File: src/rtl/core/assert_macros.svh
// ----------------------------------------------------------------------------
// assert_macros.svh
// assertion macros used by the rtl files that check their own logic
// ----------------------------------------------------------------------------
`ifndef ASSERT_MACROS_SVH
`define ASSERT_MACROS_SVH

// checked on every clock edge once reset has been released
`define CPR_ASSERT(lbl, clk, rstn, prop, msg) \
    lbl: assert property (@(posedge clk) disable iff (!rstn) prop) else $error(msg);

// checked on every clock edge, reset included
`define CPR_ASSERT_ALWAYS(lbl, clk, prop, msg) \
    lbl: assert property (@(posedge clk) prop) else $error(msg);

`endif

File: src/rtl/core/cpr_pkg.sv
// ----------------------------------------------------------------------------
// cpr_pkg
// types, register map and codes of the chunked pdu reassembler
// ----------------------------------------------------------------------------
package cpr_pkg;

    localparam int LENGTH_BITS_DEFAULT = 16;

    // header lengths in bytes
    localparam logic [2:0] BASE_HEADER  = 3'd2;
    localparam logic [2:0] FIRST_HEADER = 3'd6;

    // pdu status codes
    localparam logic [1:0] ST_NEED_MORE = 2'd0;
    localparam logic [1:0] ST_DONE      = 2'd1;
    localparam logic [1:0] ST_IGNORED   = 2'd2;
    localparam logic [1:0] ST_ERROR     = 2'd3;

    // pdu still taking payload, no verdict yet
    localparam logic [1:0] VERDICT_NONE = 2'd0;

    // register map
    localparam int          APB_ADDR_W    = 4;
    localparam int          APB_DATA_W    = 32;
    localparam logic [1:0]  REG_CAPACITY  = 2'd0;
    localparam logic [1:0]  REG_LAST_MASK = 2'd1;
    localparam logic [1:0]  REG_TOTAL_MASK = 2'd2;

    localparam logic [15:0] CAPACITY_RESET   = 16'd4096;
    localparam logic [7:0]  LAST_MASK_RESET  = 8'h01;
    localparam logic [7:0]  TOTAL_MASK_RESET = 8'h02;

    typedef struct packed {
        logic [7:0] pdu_byte;
        logic       pdu_end;
    } item_t;

    typedef struct packed {
        logic        data_valid;
        logic [7:0]  data_byte;
        logic [15:0] data_offset;
        logic        status_valid;
        logic [1:0]  status;
        logic [15:0] received_length;
    } result_t;

    typedef struct packed {
        logic [15:0] capacity_bytes;
        logic [7:0]  last_flag_mask;
        logic [7:0]  total_flag_mask;
    } cfg_t;

endpackage

File: src/rtl/core/cpr_apb_regs.sv
// ----------------------------------------------------------------------------
// cpr_apb_regs
// apb register file holding capacity and flag masks
// ----------------------------------------------------------------------------
module cpr_apb_regs (
    input  logic                               aclk,
    input  logic                               aresetn,
    input  logic                               psel,
    input  logic                               penable,
    input  logic                               pwrite,
    input  logic [cpr_pkg::APB_ADDR_W-1:0]     paddr,
    input  logic [cpr_pkg::APB_DATA_W-1:0]     pwdata,
    output logic [cpr_pkg::APB_DATA_W-1:0]     prdata,
    output logic                               pready,
    output cpr_pkg::cfg_t                      cfg
);

    cpr_pkg::cfg_t cfg_reg;
    logic          wr_en;
    logic [1:0]    reg_idx;

    assign pready  = 1'b1;
    assign wr_en   = psel && penable && pwrite;
    assign reg_idx = paddr[3:2];
    assign cfg     = cfg_reg;

    always_ff @(posedge aclk) begin
        if (!aresetn) begin
            cfg_reg.capacity_bytes  <= cpr_pkg::CAPACITY_RESET;
            cfg_reg.last_flag_mask  <= cpr_pkg::LAST_MASK_RESET;
            cfg_reg.total_flag_mask <= cpr_pkg::TOTAL_MASK_RESET;
        end else if (wr_en) begin
            case (reg_idx)
                cpr_pkg::REG_CAPACITY:   cfg_reg.capacity_bytes  <= pwdata[15:0];
                cpr_pkg::REG_LAST_MASK:  cfg_reg.last_flag_mask  <= pwdata[7:0];
                cpr_pkg::REG_TOTAL_MASK: cfg_reg.total_flag_mask <= pwdata[7:0];
                default: ;
            endcase
        end
    end

    always_comb begin
        case (reg_idx)
            cpr_pkg::REG_CAPACITY:   prdata = {16'd0, cfg_reg.capacity_bytes};
            cpr_pkg::REG_LAST_MASK:  prdata = {24'd0, cfg_reg.last_flag_mask};
            cpr_pkg::REG_TOTAL_MASK: prdata = {24'd0, cfg_reg.total_flag_mask};
            default:                 prdata = '0;
        endcase
    end

endmodule

File: src/rtl/core/cpr_in_stage.sv
// ----------------------------------------------------------------------------
// cpr_in_stage
// input register for one pdu byte
// ----------------------------------------------------------------------------
module cpr_in_stage (
    input  logic           aclk,
    input  logic           aresetn,
    input  logic           s_valid,
    output logic           s_ready,
    input  cpr_pkg::item_t s_item,
    input  logic           advance,
    output logic           item_valid,
    output cpr_pkg::item_t item
);

    logic           valid_reg;
    logic           valid_next;
    cpr_pkg::item_t item_reg;

    assign s_ready    = !valid_reg || advance;
    assign item_valid = valid_reg;
    assign item       = item_reg;

    always_comb begin
        valid_next = valid_reg;
        if (s_valid && s_ready) begin
            valid_next = 1'b1;
        end else if (advance) begin
            valid_next = 1'b0;
        end
    end

    always_ff @(posedge aclk) begin
        if (!aresetn) begin
            valid_reg <= 1'b0;
        end else begin
            valid_reg <= valid_next;
        end
    end

    always_ff @(posedge aclk) begin
        if (s_valid && s_ready) begin
            item_reg <= s_item;
        end
    end

endmodule

File: src/rtl/core/cpr_parser.sv
// ----------------------------------------------------------------------------
// cpr_parser
// header parse, sequence and length checks and message state for one byte
// ----------------------------------------------------------------------------
module cpr_parser #(
    parameter int LENGTH_BITS = cpr_pkg::LENGTH_BITS_DEFAULT
) (
    input  logic             aclk,
    input  logic             aresetn,
    input  cpr_pkg::cfg_t    cfg,
    input  cpr_pkg::item_t   item,
    input  logic             step,
    output logic             result_present,
    output cpr_pkg::result_t result
);

    // counts never exceed the message total, which is capped at 16 bits
    localparam int          CNT_W     = (LENGTH_BITS < 16) ? LENGTH_BITS : 16;
    localparam logic [31:0] LIMIT_MAX = (32'd1 << CNT_W) - 32'd1;

    logic [2:0]       hp_reg, hp_next;
    logic [7:0]       seq_reg, seq_next;
    logic [7:0]       flags_reg, flags_next;
    logic [23:0]      wtot_reg, wtot_next;
    logic [CNT_W-1:0] mtot_reg, mtot_next;
    logic [CNT_W-1:0] rcnt_reg, rcnt_next;
    logic [7:0]       eseq_reg, eseq_next;
    logic             asm_reg, asm_next;
    logic [1:0]       verdict_reg, verdict_next;
    logic [CNT_W-1:0] pcnt_reg, pcnt_next;

    logic             first;
    logic             first_after;
    logic [2:0]       hdr_len;
    logic [2:0]       hdr_len_after;
    logic [31:0]      total32;
    logic             too_big;
    logic [CNT_W-1:0] off;
    logic             have_data;
    logic [1:0]       st;

    assign first   = |(flags_reg & cfg.total_flag_mask);
    assign hdr_len = first ? cpr_pkg::FIRST_HEADER : cpr_pkg::BASE_HEADER;
    assign total32 = {item.pdu_byte, wtot_reg};
    assign too_big = (total32 > {16'd0, cfg.capacity_bytes}) || (total32 > LIMIT_MAX);
    assign off     = rcnt_reg + pcnt_reg;

    always_comb begin
        hp_next       = hp_reg;
        seq_next      = seq_reg;
        flags_next    = flags_reg;
        wtot_next     = wtot_reg;
        mtot_next     = mtot_reg;
        rcnt_next     = rcnt_reg;
        eseq_next     = eseq_reg;
        asm_next      = asm_reg;
        verdict_next  = verdict_reg;
        pcnt_next     = pcnt_reg;
        have_data     = 1'b0;
        st            = cpr_pkg::ST_NEED_MORE;
        first_after   = 1'b0;
        hdr_len_after = cpr_pkg::BASE_HEADER;

        if (hp_reg == 3'd0) begin
            seq_next = item.pdu_byte;
            hp_next  = 3'd1;
        end else if (hp_reg == 3'd1) begin
            flags_next = item.pdu_byte;
            hp_next    = 3'd2;
            // short header: check against the message in progress now
            if (!(|(item.pdu_byte & cfg.total_flag_mask))) begin
                if (!asm_reg) begin
                    verdict_next = cpr_pkg::ST_IGNORED;
                end else if (seq_reg != eseq_reg) begin
                    mtot_next    = '0;
                    rcnt_next    = '0;
                    eseq_next    = '0;
                    asm_next     = 1'b0;
                    verdict_next = cpr_pkg::ST_ERROR;
                end
            end
        end else if (hp_reg < hdr_len) begin
            hp_next = 3'(hp_reg + 3'd1);
            case (hp_reg)
                3'd2:    wtot_next[7:0]   = item.pdu_byte;
                3'd3:    wtot_next[15:8]  = item.pdu_byte;
                3'd4:    wtot_next[23:16] = item.pdu_byte;
                default: ;
            endcase
            // last length byte: a new message starts, unless it is too big or its sequence is not zero
            if (hp_reg == 3'd5) begin
                if (too_big || (seq_reg != 8'd0)) begin
                    mtot_next    = '0;
                    rcnt_next    = '0;
                    eseq_next    = '0;
                    asm_next     = 1'b0;
                    verdict_next = cpr_pkg::ST_ERROR;
                end else begin
                    mtot_next = total32[CNT_W-1:0];
                    rcnt_next = '0;
                    eseq_next = '0;
                    asm_next  = 1'b1;
                end
            end
        end else if (verdict_reg == cpr_pkg::VERDICT_NONE) begin
            if (off >= mtot_reg) begin
                mtot_next    = '0;
                rcnt_next    = '0;
                eseq_next    = '0;
                asm_next     = 1'b0;
                verdict_next = cpr_pkg::ST_ERROR;
            end else begin
                have_data = 1'b1;
                pcnt_next = pcnt_reg + CNT_W'(1);
            end
        end

        if (item.pdu_end) begin
            first_after   = |(flags_next & cfg.total_flag_mask);
            hdr_len_after = first_after ? cpr_pkg::FIRST_HEADER : cpr_pkg::BASE_HEADER;
            if (hp_next < hdr_len_after) begin
                st = cpr_pkg::ST_IGNORED;
            end else if (verdict_next != cpr_pkg::VERDICT_NONE) begin
                st = verdict_next;
            end else begin
                rcnt_next = rcnt_next + pcnt_next;
                eseq_next = eseq_next + 8'd1;
                st = (|(flags_next & cfg.last_flag_mask)) ? cpr_pkg::ST_DONE
                                                          : cpr_pkg::ST_NEED_MORE;
            end
            hp_next      = '0;
            seq_next     = '0;
            flags_next   = '0;
            wtot_next    = '0;
            verdict_next = cpr_pkg::VERDICT_NONE;
            pcnt_next    = '0;
        end
    end

    always_comb begin
        result                 = '0;
        result_present         = have_data || item.pdu_end;
        if (have_data) begin
            result.data_valid  = 1'b1;
            result.data_byte   = item.pdu_byte;
            result.data_offset = 16'(off);
        end
        if (item.pdu_end) begin
            result.status_valid    = 1'b1;
            result.status          = st;
            result.received_length = 16'(rcnt_next);
        end
    end

    always_ff @(posedge aclk) begin
        if (!aresetn) begin
            hp_reg      <= '0;
            seq_reg     <= '0;
            flags_reg   <= '0;
            wtot_reg    <= '0;
            mtot_reg    <= '0;
            rcnt_reg    <= '0;
            eseq_reg    <= '0;
            asm_reg     <= 1'b0;
            verdict_reg <= cpr_pkg::VERDICT_NONE;
            pcnt_reg    <= '0;
        end else if (step) begin
            hp_reg      <= hp_next;
            seq_reg     <= seq_next;
            flags_reg   <= flags_next;
            wtot_reg    <= wtot_next;
            mtot_reg    <= mtot_next;
            rcnt_reg    <= rcnt_next;
            eseq_reg    <= eseq_next;
            asm_reg     <= asm_next;
            verdict_reg <= verdict_next;
            pcnt_reg    <= pcnt_next;
        end
    end

endmodule

File: src/rtl/core/cpr_out_stage.sv
// ----------------------------------------------------------------------------
// cpr_out_stage
// result register toward the downstream channel
// ----------------------------------------------------------------------------
module cpr_out_stage (
    input  logic             aclk,
    input  logic             aresetn,
    input  logic             load,
    input  cpr_pkg::result_t result,
    output logic             out_free,
    output logic             m_valid,
    input  logic             m_ready,
    output cpr_pkg::result_t m_result
);

    logic             valid_reg;
    logic             valid_next;
    cpr_pkg::result_t result_reg;

    assign out_free = !valid_reg || m_ready;
    assign m_valid  = valid_reg;
    assign m_result = result_reg;

    always_comb begin
        valid_next = valid_reg;
        if (load) begin
            valid_next = 1'b1;
        end else if (m_ready) begin
            valid_next = 1'b0;
        end
    end

    always_ff @(posedge aclk) begin
        if (!aresetn) begin
            valid_reg <= 1'b0;
        end else begin
            valid_reg <= valid_next;
        end
    end

    always_ff @(posedge aclk) begin
        if (load) begin
            result_reg <= result;
        end
    end

endmodule

File: src/rtl/core/chunked_pdu_reassembler_unit.sv
// ----------------------------------------------------------------------------
// chunked_pdu_reassembler_unit
// reassembles messages from chunked radio pdus, one byte per request
//
//   channel   dir   handshake          payload
//   s_        in    s_valid/s_ready    cpr_pkg::item_t   (pdu_byte, pdu_end)
//   m_        out   m_valid/m_ready    cpr_pkg::result_t (data + status)
//   apb       in    psel/penable       capacity, last and total flag masks
//
// one byte per cycle sustained while the m_ side is not stalled; from s_ to m_ a
// byte passes the input register, one pass of parse logic and the result register
// a byte with no payload and no pdu end produces no result request
// synchronous active low reset clears all message and pdu state
// a stalled m_ side holds the result register and backs up into s_ready
// ----------------------------------------------------------------------------
`include "assert_macros.svh"

module chunked_pdu_reassembler_unit #(
    parameter int LENGTH_BITS = cpr_pkg::LENGTH_BITS_DEFAULT
) (
    input  logic                            aclk,
    input  logic                            aresetn,
    // byte input
    input  logic                            s_valid,
    output logic                            s_ready,
    input  cpr_pkg::item_t                  s_item,
    // result output
    output logic                            m_valid,
    input  logic                            m_ready,
    output cpr_pkg::result_t                m_result,
    // configuration
    input  logic                            psel,
    input  logic                            penable,
    input  logic                            pwrite,
    input  logic [cpr_pkg::APB_ADDR_W-1:0]  paddr,
    input  logic [cpr_pkg::APB_DATA_W-1:0]  pwdata,
    output logic [cpr_pkg::APB_DATA_W-1:0]  prdata,
    output logic                            pready
);

    cpr_pkg::cfg_t    cfg;
    cpr_pkg::item_t   item;
    cpr_pkg::result_t result;
    logic             item_valid;
    logic             out_free;
    logic             advance;
    logic             result_present;

    // a held byte moves on whenever the result register can take its result
    assign advance = item_valid && out_free;

    cpr_apb_regs u_regs (
        .aclk    (aclk),
        .aresetn (aresetn),
        .psel    (psel),
        .penable (penable),
        .pwrite  (pwrite),
        .paddr   (paddr),
        .pwdata  (pwdata),
        .prdata  (prdata),
        .pready  (pready),
        .cfg     (cfg)
    );

    // input register
    cpr_in_stage u_in (
        .aclk       (aclk),
        .aresetn    (aresetn),
        .s_valid    (s_valid),
        .s_ready    (s_ready),
        .s_item     (s_item),
        .advance    (advance),
        .item_valid (item_valid),
        .item       (item)
    );

    // header parse and message bookkeeping, state moves once per byte
    cpr_parser #(
        .LENGTH_BITS (LENGTH_BITS)
    ) u_parser (
        .aclk           (aclk),
        .aresetn        (aresetn),
        .cfg            (cfg),
        .item           (item),
        .step           (advance),
        .result_present (result_present),
        .result         (result)
    );

    // result register
    cpr_out_stage u_out (
        .aclk     (aclk),
        .aresetn  (aresetn),
        .load     (advance && result_present),
        .result   (result),
        .out_free (out_free),
        .m_valid  (m_valid),
        .m_ready  (m_ready),
        .m_result (m_result)
    );

    // every result carries a payload byte, a status, or both
    `CPR_ASSERT(a_result_nonempty, aclk, aresetn, m_valid |-> (m_result.data_valid || m_result.status_valid), "empty result request")

    // an errored pdu reports no received length
    `CPR_ASSERT(a_error_len_zero, aclk, aresetn, (m_valid && m_result.status_valid && (m_result.status == cpr_pkg::ST_ERROR)) |-> (m_result.received_length == 16'd0), "error status with nonzero length")

    // unused result fields stay zero
    `CPR_ASSERT(a_no_data_zero, aclk, aresetn, (m_valid && !m_result.data_valid) |-> ((m_result.data_byte == 8'd0) && (m_result.data_offset == 16'd0)), "stale data fields")

    // nothing is offered in the cycle after reset
    `CPR_ASSERT_ALWAYS(a_reset_idle, aclk, !aresetn |=> !m_valid, "result valid after reset")

endmodule
File: config.mk
export PLATFORM = sky130hd
export DESIGN_NAME = chunked_pdu_reassembler_unit
export DESIGN_NICKNAME = d
export VERILOG_FILES = /design/src/rtl/core/cpr_pkg.sv /design/src/rtl/core/cpr_apb_regs.sv /design/src/rtl/core/cpr_in_stage.sv /design/src/rtl/core/cpr_parser.sv /design/src/rtl/core/cpr_out_stage.sv /design/src/rtl/core/chunked_pdu_reassembler_unit.sv
export VERILOG_INCLUDE_DIRS = /design/src /design/src/rtl/core
export SDC_FILE = /design/constraint.sdc
export NUM_CORES = 1
export LEC_CHECK = 0
export BUFFER_PORTS_ARGS = -buffer_cell sky130_fd_sc_hd__buf_2
export CORE_ASPECT_RATIO = 1.5
export CORE_MARGIN = 1.5
export CORE_UTILIZATION = 40
export DETAILED_ROUTE_END_ITERATION = 16
export GPL_TIMING_DRIVEN = 0
export PLACE_DENSITY_LB_ADDON = 0.2
export SYNTH_ARGS = -nofsm -noshare
export SYNTH_HDL_FRONTEND = slang
export SYNTH_HIERARCHICAL = 1
export SYNTH_SLANG_ARGS = --single-unit
File: constraint.sdc
create_clock -name aclk -period 9 [get_ports aclk]
set_clock_uncertainty 0.1 [all_clocks]
set_input_delay 1.35 -clock aclk [delete_from_list [all_inputs] [get_ports aclk]]
set_output_delay 1.35 -clock aclk [all_outputs]
set_load 0.1 [all_outputs]
---- Word level (Yosys, flattened, before mapping) ----
Index checks and enable logic that the tools add are counted.
word-level totals
  register bits after elaboration ......... 189
  input bits .............................. 52
  output and inout bits ................... 79
  logic and storage cells ................. 188
operators by class
  add/sub/neg operators ................... 5
  order comparisons ....................... 5
  equality and inequality tests ........... 14
  muxes and demuxes ....................... 92
  bitwise operators ....................... 6
  reductions and logical operators ........ 40
operators by type and width
  kind                   number
  $mux 16                27
  $mux 8                 20
  $mux 24                4
  $pmux 16 s3            1
  $add 16x16->16         2
  $and 8x8->8            4
  $gt 32x16->1           1
  $gt 32x16->1 const B   1
  $reduce_or 8->1        4
  $mux 2                 13
  $mux 25                1
  $mux 1                 19
  $mux 19                1
  $mux 3                 6
  $add 16x1->16 const B  1
  $ge 16x16->1           1
  $reduce_bool 2->1      8
  $reduce_and 5->1       3
  $add 8x1->8 const B    1
  $ne 2x2->1 const B     4
  $ne 8x8->1             1
  $reduce_and 2->1       4
  $reduce_and 8->1       1
  $reduce_bool 8->1      1
  18 further kinds       33

---- Longest topological paths before layout ----
  word-level depth ........................ 13
  gate-level depth with buffers ........... 30
  mapped depth without buffers ............ 29

---- Modules after synthesis ----
Netlist, hierarchy kept.
by module, submodules not included
  module                        times used  cells each  area an instance (um^2)  sequential area each (um^2)
  cpr_parser                    1           974         7766.2                   2042.0
  cpr_apb_regs                  1           183         1626.6                   640.6
  cpr_out_stage                 1           48          1370.1                   1341.3
  cpr_in_stage                  1           14          327.8                    290.3
  chunked_pdu_reassembler_unit  1           2           12.5                     0.0

---- Worst setup path before layout ----
OpenSTA, ideal clock, no wires.
  kind .................................... reg2reg
  from .................................... reg u_parser.rcnt_reg[0]
  to ...................................... reg u_out.result_reg, in the netlist u_out/m_result[15] (data pin)
  setup time .............................. 0.147 ns
  data arrival time ....................... 5.883 ns
  data required time ...................... 8.753 ns
  setup slack ............................. 2.870 ns
  cell stages (with the launch flop) ...... 28
  buffers on the path ..................... 1
  period minus slack after synthesis ...... 6.130 ns
  cell sequence ........................... dfxtp_1 > ha_1 > fa_1 > a21o_1 > a21oi_1 > o21bai_1 > a31o_2 > nand4_1 > a31oi_1 > a31o_2 > xor2_1 > ha_1 > nand2_1 > nor4_1 > o211ai_2 > a31oi_1 > clkbuf_1 > nor2b_1 > ha_1 > a211oi_1 > nand2_1 > o221ai_1 > nor2_1 > o31ai_1 > a21oi_1 > xor3_2 > a21o_1 > a21oi_1
on the way
  word-level cells in the longest chain between the ends .. 11
  elaborated cells between the ends (all ways) .. 26
  those cells by class .................... add/sub (2); order compare (1); mux (22); reduce/logical (1)
ends and longest elaborated chain
  what                                                        RTL line                              source
  start, declared                                             cpr_parser.sv:26                      logic [CNT_W-1:0] rcnt_reg, rcnt_next;
  start signal, assigned                                      cpr_parser.sv:173                     rcnt_reg <= rcnt_next;
  $add 16x16->16                                              cpr_parser.sv:46                      assign off = rcnt_reg + pcnt_reg;
  $ge 16x16->1                                                cpr_parser.sv:106                     if (off >= mtot_reg) begin
  $mux 16 / $mux 2 (equally long branches)                    cpr_parser.sv:106
  $mux 16 / $mux 2 (equally long branches)                    cpr_parser.sv:105                     end else if (verdict_reg == cpr_pkg::VERDICT_NONE) begin
  $mux 16 / $mux 2 (equally long branches)                    cpr_parser.sv:82                      end else if (hp_reg < hdr_len) begin
  $mux 16 / $mux 2 (equally long branches)                    cpr_parser.sv:67                      end else if (hp_reg == 3'd1) begin
  $mux 16 / $mux 2 (equally long branches)                    cpr_parser.sv:64                      if (hp_reg == 3'd0) begin
  $add 16x16->16 / $reduce_bool 2->1 (equally long branches)  cpr_parser.sv:126, cpr_parser.sv:123
  $mux 16                                                     cpr_parser.sv:123                     end else if (verdict_next != cpr_pkg::VERDICT_NONE) begin
  $mux 16                                                     cpr_parser.sv:121                     if (hp_next < hdr_len_after) begin
  $mux 16 *                                                   cpr_parser.sv:118                     if (item.pdu_end) begin
  end signal, assigned                                        cpr_out_stage.sv:43                   result_reg <= result;
  end, declared                                               cpr_out_stage.sv:18                   cpr_pkg::result_t result_reg;
Mark *: on every way between the ends. The rest lies on a longest branch, timed or not.
A chain may end at the register's enable or synchronous reset.

---- Worst setup path in the final report ----
Same ends and word-level chain as after synthesis.

==> metrics.txt <==
Clk Latency, worst-skew pair 0.46 ns; smallest setup slack after layout 1.18 ns; I/O Buffers 95; area share of the largest cell type after synthesis 0.245; CTS hold repair buffers 0; largest net degree at the start of global routing 35; wire length per cell 18.9 µm; synthesized cell area 11,100 µm²; layout cells sized above 1 0.153; synth-to-layout area growth 13.9%; Yosys reg bits 189; Top Ports 131; switching share of power 0.292; max FFs per register 44; synth top area cells dfxtp_1 25%, edfxtp_1 14%, ha_1 8.0%; RSZ-0062 raised after global routing false; root buffer cell clkbuf_16; fin nets 1,476; Post-synth EDFFs 53; commonest cells after routing, fill and taps aside 136 x dfxtp_1, 125 x nand2_1, 112 x nor2_1; power per cell area 149 nW/µm²; Clock transition at path regs 0.07 ns; final hold vios 0; VDD IR max about 140 µV; vias in the first global route 8,983; GRT busiest layer met2; gr ovfl total 0; routability cong. 0.945; Internal between 1 and 1.5 mW; Gate power share 0.130; Sequential Power Share 0.482; worst reg-to-reg setup slack about 1.2 ns; post_cts resized 0; CP endpoint u_out/m_result[15]; Sw Pwr 0.550 mW; htree depth 4; hold depth 2; total core area 27,200 µm²; pre-CTS setup slack 1.20 ns; Slew Limit Fails 0; clock buffer depth 2; total power 1.88 mW; RR Endpoint u_out/m_result[15]; Vias approximately 9,200; fin crit share 0.869; aggregate global-route resource usage 0.225; CTS tree built; GRT met2 Usage 0.425; Mean Syn Cell Area 9.09 µm²; Relative slew margins 0.213; setup TNS 0 ns; MaxCap Viol Count 0; fmax 128 MHz; initial antenna violation count 0; post-CTS setup buffer count 0; Die W 139 µm; DRC Markers 0; HPWL after DPL 25.3 mm; Initial DRC Count 411; Post-synth ARST share 0; Reg-to-Reg Start u_parser/rcnt_reg[0]; Hold Path Class reg2reg; Placement Rows 74; Detail Route Antenna Nets 0; Worst setup startpoint u_parser/rcnt_reg[0]; height of the die 207 µm; maximum fanout along the worst path 10; Worst-Margin Slew 1.18 ns; Setup crit end kind flip-flop; GR Util met3 0.0418; crit path kind reg2reg; main flop type after synthesis dfxtp_1; routed vias/inst 5.40; WP data required 9.19 ns; Initial Utilization 0.408; first-pass GRT wire length 50.0 mm; ANT cells 0; status finished clean; warning count from the yosys run 6; synth unique cells 76; P_leak 5.30 nW; DRT Wirelength 32.3 mm; Clock Power Share 0.388; most common cell after layout, fill and taps aside dfxtp_1; met1 Resource Use GR 0.225; fin crit period 7.82 ns; drt pass-1 iters 5; cells on worst reg2reg path 27; Yosys top cell by area dfxtp_1; Num CTS Buffers 17; Final setup viols 0; Synth Instances roughly 1,200; Crit path arrival time ~8 ns; register area share after synthesis 0.389; die area 28,800 µm²; crit start category flip-flop; CTS Sinks 189
==> cell type report <==
cell class                      count  area [µm²]
Fill cell                        2728       14600
Multi-Input combinational cell    920        6220
Sequential cell                   189        4310
Timing Repair Buffer               96         495
Clock buffer                       21         482
Tap cell                          342         428
Buffer                             74         423
Inverter                           53         204
Clock inverter                     11        80.1
==> power groups by stage <==
stage          combinational, mW  sequential (mW)  clock [mW]
3_3_place_gp               0.242            0.926           0
6_report                   0.245            0.906       0.730
3_5_place_dp               0.244            0.925           0
4_1_cts                    0.245            0.906       0.751
5_1_grt                    0.256            0.907       0.784
2_1_floorplan              0.129            0.982           0
==> synth_stat cells (4+ instances only) <==
cell / number
a31oi_1: 7
nand2_1: 125
and3_1: 15
xor2_1: 15
o21ai_0: 36
edfxtp_1: 53
a211oi_1: 4
buf_2: 8
ha_1: 71
xnor2_1: 32
inv_1: 51
o211ai_1: 8
a32o_1: 5
o21bai_1: 4
and4_1: 5
mux2_2: 8
or3_1: 5
nor2b_1: 33
a21oi_1: 75
mux2i_1: 87
buf_6: 5
clkbuf_1: 36
nand4_1: 13
and2_1: 50
dfxtp_1: 136
o21a_1: 9
buf_4: 23
nor4_1: 8
a31o_2: 4
a22oi_1: 28
o31ai_1: 5
or2_2: 9
nand3_1: 42
a21o_1: 13
nor2_1: 112
nor3_1: 23
==> stage by stage <==
step / instances / hold WS (ns) / util / instance area, µm²
6_report: 1706 / 0.354 / 0.465 / 12600
5_1_grt: 1706 / 0.377 / 0.465 / 12600
4_1_cts: 1706 / 0.355 / 0.465 / 12600
3_5_place_dp: 1674 / 0.345 / 0.444 / 12100
3_3_place_gp: 1673 / 0.344 / 0.443 / 12100
2_1_floorplan: 1236 / 0.332 / - / 11200
==> metal layers <==
layer,part of all wire,up-vias
li1,-,4528
met1,0.37,4357
met2,0.54,248
met3,0.032,84
met4,0.058,0
met5,0,-
==> worst max-delay path: stages (launching register included) <==
cell      delay [ns]
dfxtp_1         0.36
ha_1            0.25
fa_1            0.41
a21o_1          0.18
a21oi_1         0.27
o21bai_1        0.13
a31o_2          0.27
nand4_1         0.11
a31oi_1         0.13
a31o_2          0.27
xor2_1          0.17
ha_1            0.29
nand2_1         0.07
nor4_1          0.57
o211ai_2        0.23
a31oi_1         0.43
clkbuf_1        0.52
nor2b_1         0.17
ha_1            0.38
a211oi_1        0.46
nand2_1         0.09
o221ai_1        0.34
nor2_1          0.13
o31ai_1         0.32
a21oi_1         0.15
xor3_2          0.44
a21o_1          0.20
a21oi_1         0.18
==> worst min-delay path by stage <==
stage | startpoint | to | slack [ns]
CTS | u_parser/mtot_reg[2] | u_parser/mtot_reg[2] | 0.35
detailed placement | u_parser/mtot_reg[7] | u_parser/mtot_reg[7] | 0.35
floorplan | u_parser/mtot_reg[10] | u_parser/mtot_reg[10] | 0.33
global placement | u_parser/mtot_reg[15] | u_parser/mtot_reg[15] | 0.34
global route | u_parser/mtot_reg[4] | u_parser/mtot_reg[4] | 0.38
finish | u_parser/mtot_reg[10] | u_parser/mtot_reg[10] | 0.35
==> cell families (layout without fill, tap and decap cells) <==
logic type | count (synthesis) | count (layout) | synth area share
multiplexers | 95 | 95 | 0.0865
other | 2 | 17 | 0.000676
XOR/XNOR | 49 | 49 | 0.0408
adder cells (fa/ha/maj) | 73 | 73 | 0.0836
AO/OA/AOI/OAI | 225 | 225 | 0.135
flip-flops | 189 | 189 | 0.389
buffers and inverters | 127 | 255 | 0.0565
AND/OR/NAND/NOR | 461 | 461 | 0.208
Power figures use the tool's default switching activity.
